## src/rtl/cbe_pkg.sv

```systemverilog
package cbe_pkg;

  localparam int UNIT_X_W  = 19;
  localparam int CURVE_Y_W = 20;
  localparam int CTRL_W    = 20;
  localparam int TOL_W     = 17;
  localparam int APB_DW    = 32;
  localparam int APB_AW    = 5;

  localparam logic signed [CTRL_W-1:0] CTRL1_X_RST = 20'sd0;
  localparam logic signed [CTRL_W-1:0] CTRL1_Y_RST = 20'sd0;
  localparam logic signed [CTRL_W-1:0] CTRL2_X_RST = 20'sd65536;
  localparam logic signed [CTRL_W-1:0] CTRL2_Y_RST = 20'sd65536;
  localparam logic [TOL_W-1:0]         TOL_RST     = 17'd16;

  localparam logic signed [CURVE_Y_W-1:0] Y_MAX = 20'sh7FFFF;
  localparam logic signed [CURVE_Y_W-1:0] Y_MIN = 20'sh80000;

  // horner stage index: 0 adds c2, 1 adds c1, 2 is the last product
  localparam logic [1:0] STAGE_C2   = 2'd0;
  localparam logic [1:0] STAGE_C1   = 2'd1;
  localparam logic [1:0] STAGE_LAST = 2'd2;

  typedef enum logic [2:0] {
    REG_CTRL1_X,
    REG_CTRL1_Y,
    REG_CTRL2_X,
    REG_CTRL2_Y,
    REG_TOLERANCE
  } cbe_reg_e;

  typedef enum logic [2:0] {
    ST_IDLE,
    ST_MID,
    ST_MUL,
    ST_ADD,
    ST_CHECK,
    ST_YSTART,
    ST_FIN
  } cbe_state_e;

  typedef struct packed {
    logic signed [CTRL_W-1:0] ctrl1_x;
    logic signed [CTRL_W-1:0] ctrl1_y;
    logic signed [CTRL_W-1:0] ctrl2_x;
    logic signed [CTRL_W-1:0] ctrl2_y;
    logic [TOL_W-1:0]         tolerance;
  } cbe_cfg_t;

  typedef struct packed {
    logic       load;
    logic       mid;
    logic       mul;
    logic       add;
    logic       check;
    logic       start_y;
    logic       capture;
    logic       sel_y;
    logic [1:0] stage;
  } cbe_cmd_t;

  typedef struct packed {
    logic in_tol;
  } cbe_status_t;

endpackage

```

## src/rtl/cbe_in_if.sv

```systemverilog
interface cbe_in_if import cbe_pkg::*; ();
  logic                        valid;
  logic                        ready;
  logic signed [UNIT_X_W-1:0]  unit_x;

  modport source (output valid, output unit_x, input ready);
  modport sink   (input valid, input unit_x, output ready);
endinterface

```

## src/rtl/cbe_out_if.sv

```systemverilog
interface cbe_out_if import cbe_pkg::*; ();
  logic                        valid;
  logic                        ready;
  logic signed [CURVE_Y_W-1:0] curve_y;
  logic                        converged;

  modport source (output valid, output curve_y, output converged, input ready);
  modport sink   (input valid, input curve_y, input converged, output ready);
endinterface

```

## src/rtl/cbe_regs.sv

```systemverilog
module cbe_regs import cbe_pkg::*; (
  input  logic              clk_i,
  input  logic              rst_ni,
  input  logic              psel,
  input  logic              penable,
  input  logic              pwrite,
  input  logic [APB_AW-1:0] paddr,
  input  logic [APB_DW-1:0] pwdata,
  output logic [APB_DW-1:0] prdata,
  output logic              pready,
  output cbe_cfg_t          cfg_o
);

  cbe_cfg_t cfg_q, cfg_d;
  cbe_reg_e idx;
  logic     wr_en;

  assign pready = 1'b1;
  assign idx    = cbe_reg_e'(paddr[APB_AW-1:2]);
  assign wr_en  = psel && penable && pwrite;

  always_comb begin
    cfg_d = cfg_q;
    if (wr_en) begin
      case (idx)
        REG_CTRL1_X:   cfg_d.ctrl1_x   = pwdata[CTRL_W-1:0];
        REG_CTRL1_Y:   cfg_d.ctrl1_y   = pwdata[CTRL_W-1:0];
        REG_CTRL2_X:   cfg_d.ctrl2_x   = pwdata[CTRL_W-1:0];
        REG_CTRL2_Y:   cfg_d.ctrl2_y   = pwdata[CTRL_W-1:0];
        REG_TOLERANCE: cfg_d.tolerance = pwdata[TOL_W-1:0];
        default: ;
      endcase
    end
  end

  always_comb begin
    case (idx)
      REG_CTRL1_X:   prdata = {{(APB_DW-CTRL_W){1'b0}}, cfg_q.ctrl1_x};
      REG_CTRL1_Y:   prdata = {{(APB_DW-CTRL_W){1'b0}}, cfg_q.ctrl1_y};
      REG_CTRL2_X:   prdata = {{(APB_DW-CTRL_W){1'b0}}, cfg_q.ctrl2_x};
      REG_CTRL2_Y:   prdata = {{(APB_DW-CTRL_W){1'b0}}, cfg_q.ctrl2_y};
      REG_TOLERANCE: prdata = {{(APB_DW-TOL_W){1'b0}}, cfg_q.tolerance};
      default:       prdata = '0;
    endcase
  end

  always_ff @(posedge clk_i or negedge rst_ni) begin
    if (!rst_ni) begin
      cfg_q.ctrl1_x   <= CTRL1_X_RST;
      cfg_q.ctrl1_y   <= CTRL1_Y_RST;
      cfg_q.ctrl2_x   <= CTRL2_X_RST;
      cfg_q.ctrl2_y   <= CTRL2_Y_RST;
      cfg_q.tolerance <= TOL_RST;
    end else begin
      cfg_q <= cfg_d;
    end
  end

  assign cfg_o = cfg_q;

endmodule

```

## src/rtl/cbe_ctrl.sv

```systemverilog
module cbe_ctrl import cbe_pkg::*; #(
  parameter int MAX_STEPS = 17
) (
  input  logic        clk_i,
  input  logic        rst_ni,
  input  logic        in_valid_i,
  output logic        in_ready_o,
  output logic        out_valid_o,
  input  logic        out_ready_i,
  input  cbe_status_t status_i,
  output cbe_cmd_t    cmd_o
);

  localparam int SW = (MAX_STEPS > 1) ? $clog2(MAX_STEPS) : 1;
  localparam logic [SW-1:0] STEP_LAST = SW'(MAX_STEPS - 1);

  cbe_state_e    state_q, state_d;
  logic [1:0]    stage_q, stage_d;
  logic [SW-1:0] step_q, step_d;
  logic          ph_y_q, ph_y_d;
  logic          out_valid_q, out_valid_d;

  always_comb begin
    state_d    = state_q;
    stage_d    = stage_q;
    step_d     = step_q;
    ph_y_d     = ph_y_q;
    cmd_o      = '0;
    in_ready_o = 1'b0;
    case (state_q)
      ST_IDLE: begin
        in_ready_o = 1'b1;
        if (in_valid_i) begin
          cmd_o.load = 1'b1;
          step_d     = '0;
          ph_y_d     = 1'b0;
          state_d    = ST_MID;
        end
      end
      ST_MID: begin
        cmd_o.mid = 1'b1;
        stage_d   = STAGE_C2;
        state_d   = ST_MUL;
      end
      ST_MUL: begin
        cmd_o.mul = 1'b1;
        state_d   = ST_ADD;
      end
      ST_ADD: begin
        cmd_o.add   = 1'b1;
        cmd_o.stage = stage_q;
        cmd_o.sel_y = ph_y_q;
        if (stage_q == STAGE_LAST) begin
          state_d = ph_y_q ? ST_FIN : ST_CHECK;
        end else begin
          stage_d = stage_q + 2'd1;
          state_d = ST_MUL;
        end
      end
      ST_CHECK: begin
        cmd_o.check = 1'b1;
        if (status_i.in_tol || step_q == STEP_LAST) begin
          state_d = ST_YSTART;
        end else begin
          step_d  = step_q + SW'(1);
          state_d = ST_MID;
        end
      end
      ST_YSTART: begin
        cmd_o.start_y = 1'b1;
        ph_y_d        = 1'b1;
        stage_d       = STAGE_C2;
        state_d       = ST_MUL;
      end
      ST_FIN: begin
        // output register free or emptied in this cycle
        if (!out_valid_q || out_ready_i) begin
          cmd_o.capture = 1'b1;
          state_d       = ST_IDLE;
        end
      end
      default: state_d = ST_IDLE;
    endcase
  end

  always_comb begin
    out_valid_d = out_valid_q;
    if (cmd_o.capture) begin
      out_valid_d = 1'b1;
    end else if (out_ready_i) begin
      out_valid_d = 1'b0;
    end
  end

  always_ff @(posedge clk_i or negedge rst_ni) begin
    if (!rst_ni) begin
      state_q     <= ST_IDLE;
      stage_q     <= STAGE_C2;
      step_q      <= '0;
      ph_y_q      <= 1'b0;
      out_valid_q <= 1'b0;
    end else begin
      state_q     <= state_d;
      stage_q     <= stage_d;
      step_q      <= step_d;
      ph_y_q      <= ph_y_d;
      out_valid_q <= out_valid_d;
    end
  end

  assign out_valid_o = out_valid_q;

endmodule

```

## src/rtl/cbe_dpath.sv

```systemverilog
module cbe_dpath import cbe_pkg::*; #(
  parameter int FRAC_BITS = 16
) (
  input  logic                        clk_i,
  input  cbe_cmd_t                    cmd_i,
  input  cbe_cfg_t                    cfg_i,
  input  logic signed [UNIT_X_W-1:0]  unit_x_i,
  output cbe_status_t                 status_o,
  output logic signed [CURVE_Y_W-1:0] curve_y_o,
  output logic                        converged_o
);

  localparam int DW = ((FRAC_BITS > 20) ? FRAC_BITS : 20) + 6;
  localparam int TW = FRAC_BITS + 1;
  localparam int PW = DW + TW + 1;
  localparam logic signed [DW-1:0] ONE   = DW'(1) << FRAC_BITS;
  localparam logic [TW-1:0]        T_ONE = {1'b1, {FRAC_BITS{1'b0}}};
  localparam logic signed [PW-1:0] HALF  = PW'(1) << (FRAC_BITS - 1);

  function automatic logic signed [DW-1:0] clamp01(input logic signed [DW-1:0] v);
    logic signed [DW-1:0] r;
    r = v;
    if (v < 0) begin
      r = '0;
    end else if (v > ONE) begin
      r = ONE;
    end
    return r;
  endfunction

  logic signed [DW-1:0] target_q;
  logic signed [DW-1:0] c1x_q, c2x_q, c3x_q, c1y_q, c2y_q, c3y_q;
  logic signed [DW-1:0] acc_q;
  logic signed [PW-1:0] prod_q;
  logic [TW-1:0]        lo_q, hi_q, t_q;
  logic                 conv_q;
  logic signed [CURVE_Y_W-1:0] curve_y_q;
  logic                 converged_q;

  logic signed [DW-1:0] ax3, bx3, ay3, by3, xa, xb, ya, yb;
  logic [TW:0]          mid_sum;
  logic signed [PW-1:0] prod_d, rnd_full;
  logic signed [DW-1:0] coef, acc_next;
  logic signed [DW:0]   err;
  logic [DW:0]          err_abs;
  logic                 in_tol;

  // coefficients from config, 3*v formed as v + 2v
  always_comb begin
    xa  = clamp01(DW'($signed(cfg_i.ctrl1_x)));
    xb  = clamp01(DW'($signed(cfg_i.ctrl2_x)));
    ya  = DW'($signed(cfg_i.ctrl1_y));
    yb  = DW'($signed(cfg_i.ctrl2_y));
    ax3 = xa + (xa <<< 1);
    bx3 = xb + (xb <<< 1);
    ay3 = ya + (ya <<< 1);
    by3 = yb + (yb <<< 1);
  end

  assign mid_sum  = {1'b0, lo_q} + {1'b0, hi_q};
  assign prod_d   = PW'(acc_q) * PW'($signed({1'b0, t_q}));
  assign rnd_full = (prod_q + HALF) >>> FRAC_BITS;

  always_comb begin
    case (cmd_i.stage)
      STAGE_C2: coef = cmd_i.sel_y ? c2y_q : c2x_q;
      STAGE_C1: coef = cmd_i.sel_y ? c1y_q : c1x_q;
      default:  coef = '0;
    endcase
  end

  assign acc_next = DW'(rnd_full) + coef;

  assign err     = (DW+1)'(acc_q) - (DW+1)'(target_q);
  assign err_abs = (err < 0) ? (DW+1)'(-err) : (DW+1)'(err);
  assign in_tol  = err_abs <= (DW+1)'(cfg_i.tolerance);
  assign status_o.in_tol = in_tol;

  always_ff @(posedge clk_i) begin
    if (cmd_i.load) begin
      target_q <= clamp01(DW'(unit_x_i));
      c1x_q    <= ax3;
      c2x_q    <= bx3 - (ax3 <<< 1);
      c3x_q    <= ax3 - bx3 + ONE;
      c1y_q    <= ay3;
      c2y_q    <= by3 - (ay3 <<< 1);
      c3y_q    <= ay3 - by3 + ONE;
      lo_q     <= '0;
      hi_q     <= T_ONE;
    end
    if (cmd_i.mid) begin
      t_q   <= mid_sum[TW:1];
      acc_q <= c3x_q;
    end
    if (cmd_i.start_y) begin
      acc_q <= c3y_q;
    end
    if (cmd_i.mul) begin
      prod_q <= prod_d;
    end
    if (cmd_i.add) begin
      acc_q <= acc_next;
    end
    if (cmd_i.check) begin
      conv_q <= in_tol;
      if (!in_tol) begin
        if (acc_q < target_q) begin
          lo_q <= t_q;
        end else begin
          hi_q <= t_q;
        end
      end
    end
    if (cmd_i.capture) begin
      converged_q <= conv_q;
      if (acc_q > DW'(Y_MAX)) begin
        curve_y_q <= Y_MAX;
      end else if (acc_q < DW'(Y_MIN)) begin
        curve_y_q <= Y_MIN;
      end else begin
        curve_y_q <= acc_q[CURVE_Y_W-1:0];
      end
    end
  end

  assign curve_y_o   = curve_y_q;
  assign converged_o = converged_q;

endmodule

```

## src/rtl/cubic_bezier_easing_eval.sv

```systemverilog
// sequence: load on input transfer, then n bisection steps (midpoint, horner in x, tolerance check),
// n in 1..MAX_STEPS, then horner in y and capture into the output register
// one shared multiplier, three multiplies per horner evaluation
// one item in flight
// next input taken while the result waits in the output register
// reset: control and state machine clear, config registers return to their reset values
module cubic_bezier_easing_eval import cbe_pkg::*; #(
  parameter int FRAC_BITS = 16,
  parameter int MAX_STEPS = 17
) (
  input  logic              clk_i,
  input  logic              rst_ni,
  cbe_in_if.sink            in_i,
  cbe_out_if.source         out_o,
  input  logic              psel,
  input  logic              penable,
  input  logic              pwrite,
  input  logic [APB_AW-1:0] paddr,
  input  logic [APB_DW-1:0] pwdata,
  output logic [APB_DW-1:0] prdata,
  output logic              pready
);

  cbe_cfg_t    cfg;
  cbe_cmd_t    cmd;
  cbe_status_t status;
  logic        in_ready;
  logic        out_valid;

  cbe_regs u_regs (
    .clk_i   (clk_i),
    .rst_ni  (rst_ni),
    .psel    (psel),
    .penable (penable),
    .pwrite  (pwrite),
    .paddr   (paddr),
    .pwdata  (pwdata),
    .prdata  (prdata),
    .pready  (pready),
    .cfg_o   (cfg)
  );

  cbe_ctrl #(
    .MAX_STEPS (MAX_STEPS)
  ) u_ctrl (
    .clk_i       (clk_i),
    .rst_ni      (rst_ni),
    .in_valid_i  (in_i.valid),
    .in_ready_o  (in_ready),
    .out_valid_o (out_valid),
    .out_ready_i (out_o.ready),
    .status_i    (status),
    .cmd_o       (cmd)
  );

  cbe_dpath #(
    .FRAC_BITS (FRAC_BITS)
  ) u_dpath (
    .clk_i       (clk_i),
    .cmd_i       (cmd),
    .cfg_i       (cfg),
    .unit_x_i    (in_i.unit_x),
    .status_o    (status),
    .curve_y_o   (out_o.curve_y),
    .converged_o (out_o.converged)
  );

  assign in_i.ready  = in_ready;
  assign out_o.valid = out_valid;

endmodule

```

## src/flat_wrapper.sv

```systemverilog
// flat-port wrapper written by rule: the top's interface ports become plain ports
module cubic_bezier_easing_eval_flat import cbe_pkg::*;
#(
  parameter int FRAC_BITS = 16,
  parameter int MAX_STEPS = 17
)
  (clk_i, rst_ni, psel, penable, pwrite, paddr, pwdata, prdata, pready, in_i_valid, in_i_unit_x, in_i_ready, out_o_valid, out_o_curve_y, out_o_converged, out_o_ready);
  cbe_in_if in_i_i ();
  cbe_out_if out_o_i ();
  input  logic clk_i;
  input  logic rst_ni;
  input  logic psel;
  input  logic penable;
  input  logic pwrite;
  input  logic [APB_AW-1:0] paddr;
  input  logic [APB_DW-1:0] pwdata;
  output logic [APB_DW-1:0] prdata;
  output logic pready;
  input wire logic [$bits(in_i_i.valid)-1:0] in_i_valid;
  input wire logic [$bits(in_i_i.unit_x)-1:0] in_i_unit_x;
  output wire logic [$bits(in_i_i.ready)-1:0] in_i_ready;
  output wire logic [$bits(out_o_i.valid)-1:0] out_o_valid;
  output wire logic [$bits(out_o_i.curve_y)-1:0] out_o_curve_y;
  output wire logic [$bits(out_o_i.converged)-1:0] out_o_converged;
  input wire logic [$bits(out_o_i.ready)-1:0] out_o_ready;
  assign in_i_i.valid = in_i_valid;
  assign in_i_i.unit_x = in_i_unit_x;
  assign in_i_ready = in_i_i.ready;
  assign out_o_valid = out_o_i.valid;
  assign out_o_curve_y = out_o_i.curve_y;
  assign out_o_converged = out_o_i.converged;
  assign out_o_i.ready = out_o_ready;
  cubic_bezier_easing_eval #(.FRAC_BITS(FRAC_BITS), .MAX_STEPS(MAX_STEPS)) u_core (.clk_i(clk_i), .rst_ni(rst_ni), .in_i(in_i_i), .out_o(out_o_i), .psel(psel), .penable(penable), .pwrite(pwrite), .paddr(paddr), .pwdata(pwdata), .prdata(prdata), .pready(pready));
endmodule
```

## config.mk

```make
export PLATFORM = sky130hd
export DESIGN_NAME = cubic_bezier_easing_eval_flat
export DESIGN_NICKNAME = d
export VERILOG_FILES = /design/src/rtl/cbe_pkg.sv /design/src/rtl/cbe_in_if.sv /design/src/rtl/cbe_out_if.sv /design/src/rtl/cbe_regs.sv /design/src/rtl/cbe_ctrl.sv /design/src/rtl/cbe_dpath.sv /design/src/rtl/cubic_bezier_easing_eval.sv /design/src/flat_wrapper.sv
export SDC_FILE = /design/constraint.sdc
export NUM_CORES = 2
export LEC_CHECK = 0
export CAP_MARGIN = 20
export CORE_MARGIN = 2
export CORE_UTILIZATION = 50
export CTS_CLUSTER_SIZE = 10
export DETAILED_ROUTE_END_ITERATION = 6
export DONT_BUFFER_PORTS = 1
export PLACE_DENSITY = 0.65
export SYNTH_ARGS = -nofsm -noshare
export SYNTH_HDL_FRONTEND = slang
export SYNTH_HIERARCHICAL = 1
export SYNTH_SLANG_ARGS = --single-unit
```

## constraint.sdc

```tcl
create_clock -name clk_i -period 24.8 [get_ports clk_i]
set_input_delay 0 -clock clk_i [delete_from_list [all_inputs] [get_ports clk_i]]
set_output_delay 0 -clock clk_i [all_outputs]
set_load 0.01 [all_outputs]
```

======== Yosys cells after proc, flatten, opt, wreduce, memory -nomap -nowiden ========
Cells that the tools add are included.
W data, S select, Z words.
word-level totals
  register bits after elaboration ......... 421
  logic and storage cells ................. 144
  input bits .............................. 63
  output and inout port bits .............. 56
cells by class
  reduce and logical (&&, ||, !) cells .... 24
  multiplexer cells ....................... 48
  $mul .................................... 1
  eq/ne operators ......................... 17
  $lt $le $gt $ge ......................... 11
  $add $sub $neg .......................... 17
operators with widths
  operator                  number
  $mux W26                  9
  $mux W17                  9
  $pmux W20 S5              1
  $add A26 B26 Y26          3
  $pmux W26 S2              1
  $sub A26 B26 Y26          2
  $add A20 B21 Y22          2
  $add A42 B17 Y42 const B  1
  $mul A26 B18 Y42          1
  $gt A20 B18 Y1 const B    2
  $lt A20 B1 Y1 const B     2
  $le A27 B17 Y1            1
  $lt A27 B1 Y1 const B     1
  $mux W27                  1
  $neg A27 Y27              1
  $sub A26 B19 Y27          1
  $add A26 B18 Y26 const B  1
  $gt A26 B20 Y1 const B    1
  $lt A26 B19 Y1            1
  $lt A26 B20 Y1 const B    1
  $add A23 B18 Y24 const B  1
  $sub A22 B23 Y24          1
  $sub A22 B22 Y23          1
  $mux W20                  1
  other kinds (30)          72

======== Depth between registers and ports, before layout ========
  word-level depth ........................ 7
  gate-level depth with buffers ........... 32
  depth with buffers taken out ............ 29

======== Hierarchy ========
Netlist, hierarchy kept.
modules (own cells, without submodules)
  module     area each (µm²)  times used  sequential area each (µm²)  cells each
  cbe_dpath  38276.7          1           8308.0                      4045
  cbe_regs   4524.3           1           2431.1                      321
  cbe_ctrl   822.0            1           300.3                       88

======== Least setup slack after synthesis ========
Ideal clock, no wire load.
  kind .................................... register to register
  start ................................... register u_core.u_ctrl.state_q[1]
  end ..................................... register u_core.u_dpath.hi_q[10]
  setup time .............................. 121 ps
  path slack .............................. 16100 ps
  period minus slack after synthesis ...... 8700 ps
  stages on the path, launching flop included .. 7
  required time ........................... 24679 ps
  data arrival time ....................... 8578 ps
  path buffers ............................ 2
  cells stage by stage .................... dfrtp_1 -> buf_2 -> or2_1 -> nor2_1 -> clkbuf_1 -> nor2b_1 -> mux2_4
RTL lines
  item                    RTL line          source
  start, declared         cbe_ctrl.sv:17    cbe_state_e state_q, state_d;
  start signal, assigned  cbe_ctrl.sv:103   state_q <= state_d;
  end signal, assigned    cbe_dpath.sv:110  hi_q <= t_q;
  end, declared           cbe_dpath.sv:35   logic [TW-1:0] lo_q, hi_q, t_q;

======== Final worst setup path ========
  start ................................... register u_core.u_dpath.acc_q[3]
  end ..................................... register u_core.u_dpath.prod_q[30], data pin
on the way
  cells in the longest elaborated chain, start to end .. 1
ends and longest elaborated chain
  item                           RTL line          source
  start, declared                cbe_dpath.sv:33   logic signed [DW-1:0] acc_q;
  start signal, assigned         cbe_dpath.sv:93   acc_q <= c3x_q;
  start signal, assigned         cbe_dpath.sv:96   acc_q <= c3y_q;
  start signal, assigned         cbe_dpath.sv:102  acc_q <= acc_next;
  $mul A26 B18 Y42               cbe_dpath.sv:61   assign prod_d = PW'(acc_q) * PW'($signed({1'b0, t_q}));
  via u_core.u_dpath.prod_d[30]  cbe_dpath.sv:42   logic signed [PW-1:0] prod_d, rnd_full;
  end signal, assigned           cbe_dpath.sv:99   prod_q <= prod_d;
  end, declared                  cbe_dpath.sv:34   logic signed [PW-1:0] prod_q;
The timed path passes the listed nets, and every way through them passes these cells.
A chain may end at the register's enable or synchronous reset.

==> flow_summary_export.csv <==
group,metric,value,unit
status,status,"finished, final reports clean",
sta,layout_min_cycle_time,7.724,ns
finish,antenna_cells,0,
worst_hold_path,min_path_type,"input pin to output port",
sta,slew_headroom,0.2479,
global_route,grt_pass1_wl,176200,um
clocking,cts.repair.resized,0,
worst_setup_path,startpoint,"u_core/u_dpath/acc_q[3]",
worst_setup_path,cp-start-kind,"register",
global_route,grt_usage,0.2473,
sta,finalSetupTns,0,ns
finish,area_growth_syn_to_layout,8.154,%
worst_setup_path,endpoint,"u_core/u_dpath/prod_q[30]",
clocking,ctsHoldBuffers,80,
finish,final_common_cell,"inv_1",
clocking,clk_pin_slew,0.06,ns
sta,fin_crit_sh,0.3115,
job,drv_cap,0,
sta,fmax,0.1295,GHz
sta,finalClockSkew,0.03176,ns
die,die_x,299.4,um
clocking,clock_sinks,397,
clocking,numCtsBuffers,50,
worst_setup_path,r2r_cells,23,
logic_synthesis,ys_ff_latch,397,
drt,vias,31520,
finish,layout_common_cells,"inv_1 (690), fa_1 (428), ha_1 (379)",
die,start_util,0.5036,
clocking,cts_htree_levels,2,
drt,drt-wirelength-per-cell,18.93,um
sta,tightest_slew,1.128,ns
clocking,cts_buffer_depth,3,
global_route,antenna_found_initial,0,
logic_synthesis,ys_types,98,
logic_synthesis,ys_warn_count,6,
global_route,grt_pass1_vias,32780,
logic_synthesis,synthesis.area,43620,um2
drt,wl_met2,52210,um
drt,antenna_left,0,
worst_setup_path,reg2reg_from,"u_core/u_dpath/acc_q[3]",
clocking,root_buffer,"clkbuf_16",
sta,rsz0062_at_grt,"no",
logic_synthesis,synth_edf_count,254,
logic_synthesis,synth_top_flop_cell,"edfxtp_1",
logic_synthesis,avgSynthCellArea,9.794,um2
global_route,grt_max_degree,197,
worst_hold_path,worstHoldStart,"paddr[4]",
worst_setup_path,critPathMaxFanout,19,
drt,first_iter_violations,1928,
logic_synthesis,async_reset_ff_frac,0.2746,
drt,routed.top_layer,"met4",
sta,report.final.slew_viol_count,0,
sta,hold_viol_final,0,
die,core_area,86620,um2
placed_design,port_buffers,0,
worst_setup_path,critPathArrivalTime,8.07,ns
die,die_h,299.4,um
placed_design,hpwl,80670,um
drt,wl_met1,47430,um
clocking,cts_tree,"yes",
die,rows,108,
finish,fin_nets,5361,
global_route,grt-ovfl-total,0,
worst_setup_path,critPathCaptureType,"register",
drt,wl,107600,um
die,die-area,89630,um2
finish,drive_gt1_frac,0.07524,
die,io_pins,119,
clocking,clk_latency,0.63,ns
drt,wl_met3,5052,um
worst_setup_path,worstSetupPathType,"register to register",
drt,avgViaCountPerCell,5.543,
sta,setup_violations,0,
placed_design,gp_congestion,0.8706,
logic_synthesis,netlist_instances,4454,
drt,dr.pass1.iters,7,
worst_setup_path,r2r_slack,17.08,ns
sta,fin_hold_ws,0.05041,ns
clocking,cts_post_setup_buffers_inserted,0,
logic_synthesis,yosysSeqAreaShare,0.2531,
drt,drcViolationCount,0,
worst_setup_path,crit_required,25.15,ns
worst_setup_path,r2r-end,"u_core/u_dpath/prod_q[30]",
cell usage after synthesis (55+ instances only):
cell      count  area, um2
edfxtp_1    254       7627
o21a_1       55      412.9
xor2_1       69      604.3
clkbuf_1    128      480.5
nor2b_1      96      600.6
a21oi_1     159      795.8
fa_1        428       8568
a21o_1       79      593.1
ha_1        379       4742
nor3_1       60      300.3
dfrtp_1     106       2653
and2_1      279       1745
nand3_1      75      375.4
nor2_1      170      638.1
xnor2_1     192       1682
nand2_1     363       1363
mux2_2      128       1441
inv_1       690       2590
o21ai_0     129      645.6
sequential cells by signal (all words and copies together), names as in the netlist, 19 cells and up:
signal and count:
u_core/u_regs/cfg_o 97, u_core/u_dpath/acc_q 26, u_core/u_dpath/c1x_q 21, u_core/u_dpath/prod_q 27, u_core/u_dpath/c3y_q 24, u_core/u_dpath/c2y_q 24
u_core/u_dpath/c3x_q 26, u_core/u_dpath/c1y_q 22, u_core/u_dpath/c2x_q 26, u_core/u_dpath/target_q 19, u_core/u_dpath/curve_y_o 20
worst min path at each step:
stage / end / cells after the start
2_1_floorplan: u_core/u_ctrl/out_valid_o / 0
3_3_place_gp: u_core/u_regs/cfg_o[57] / 0
3_5_place_dp: u_core/u_regs/cfg_o[57] / 0
4_1_cts: u_core/u_regs/cfg_o[53] / 4
5_1_grt: u_core/u_regs/cfg_o[50] / 4
6_report: prdata[17] / 1
critical path, cell delays in order, from the launching register on:
cell,delay [ns]
edfxtp_1,0.81
and2_1,0.38
fa_1,0.50
inv_1,0.06
fa_1,0.53
inv_1,0.04
ha_1,0.20
fa_1,0.56
fa_1,0.45
fa_1,0.50
ha_1,0.32
a22o_1,0.20
nor4_1,0.13
o21ai_0,0.15
a221oi_1,0.47
o21ai_0,0.38
nand4_1,0.24
a31o_2,0.25
a21bo_2,0.18
a21boi_0,0.16
o31a_1,0.31
or3_1,0.34
a21oi_1,0.18
xnor2_1,0.10
cell families after synthesis:
logic type	count (synthesis)	share of synthesized area
AOI/OAI and AO/OA	693	0.1071
DFF	397	0.2531
other	4	0.0003441
xor gates and xnor gates	262	0.05278
muxes	202	0.05917
adders and majority gates	807	0.3051
and+or+nand+nor	1225	0.1446
buffers and inverters	864	0.07781
per-layer routing:
| metal | up-vias | track usage |
|---|---|---|
| li1 | 14930 | - |
| met1 | 15640 | 0.3275 |
| met2 | 778 | 0.4276 |
| met3 | 179 | 0.03102 |
| met4 | 0 | 0.06833 |
| met5 | - | 0 |
per-stage QoR:
| step | cell area, um2 | utilization | instances | setup WS [ns] |
|---|---|---|---|---|
| after global routing | 47180 | 0.5447 | 5687 | 16.66 |
| after CTS | 47160 | 0.5444 | 5684 | 17.07 |
| after global placement | 44810 | 0.5173 | 5511 | 17.17 |
| after detailed placement | 44810 | 0.5173 | 5511 | 17.11 |
| final | 47180 | 0.5447 | 5687 | 17.08 |
| after floorplan | 43710 | - | 4477 | 16.10 |
cell type report:
class                           count  area (um2)
Multi-Input combinational cell   3216       29340
Tap cell                         1155        1445
Timing Repair Buffer              132        1221
Sequential cell                   397       11040
Fill cell                        7713       39440
Inverter                          694        2605
Clock inverter                     11       128.9
Clock buffer                       82        1401
Power is left out: the tool's default activity adds up to more than one toggle a clock period on the data nets, which glitch-free logic cannot reach.
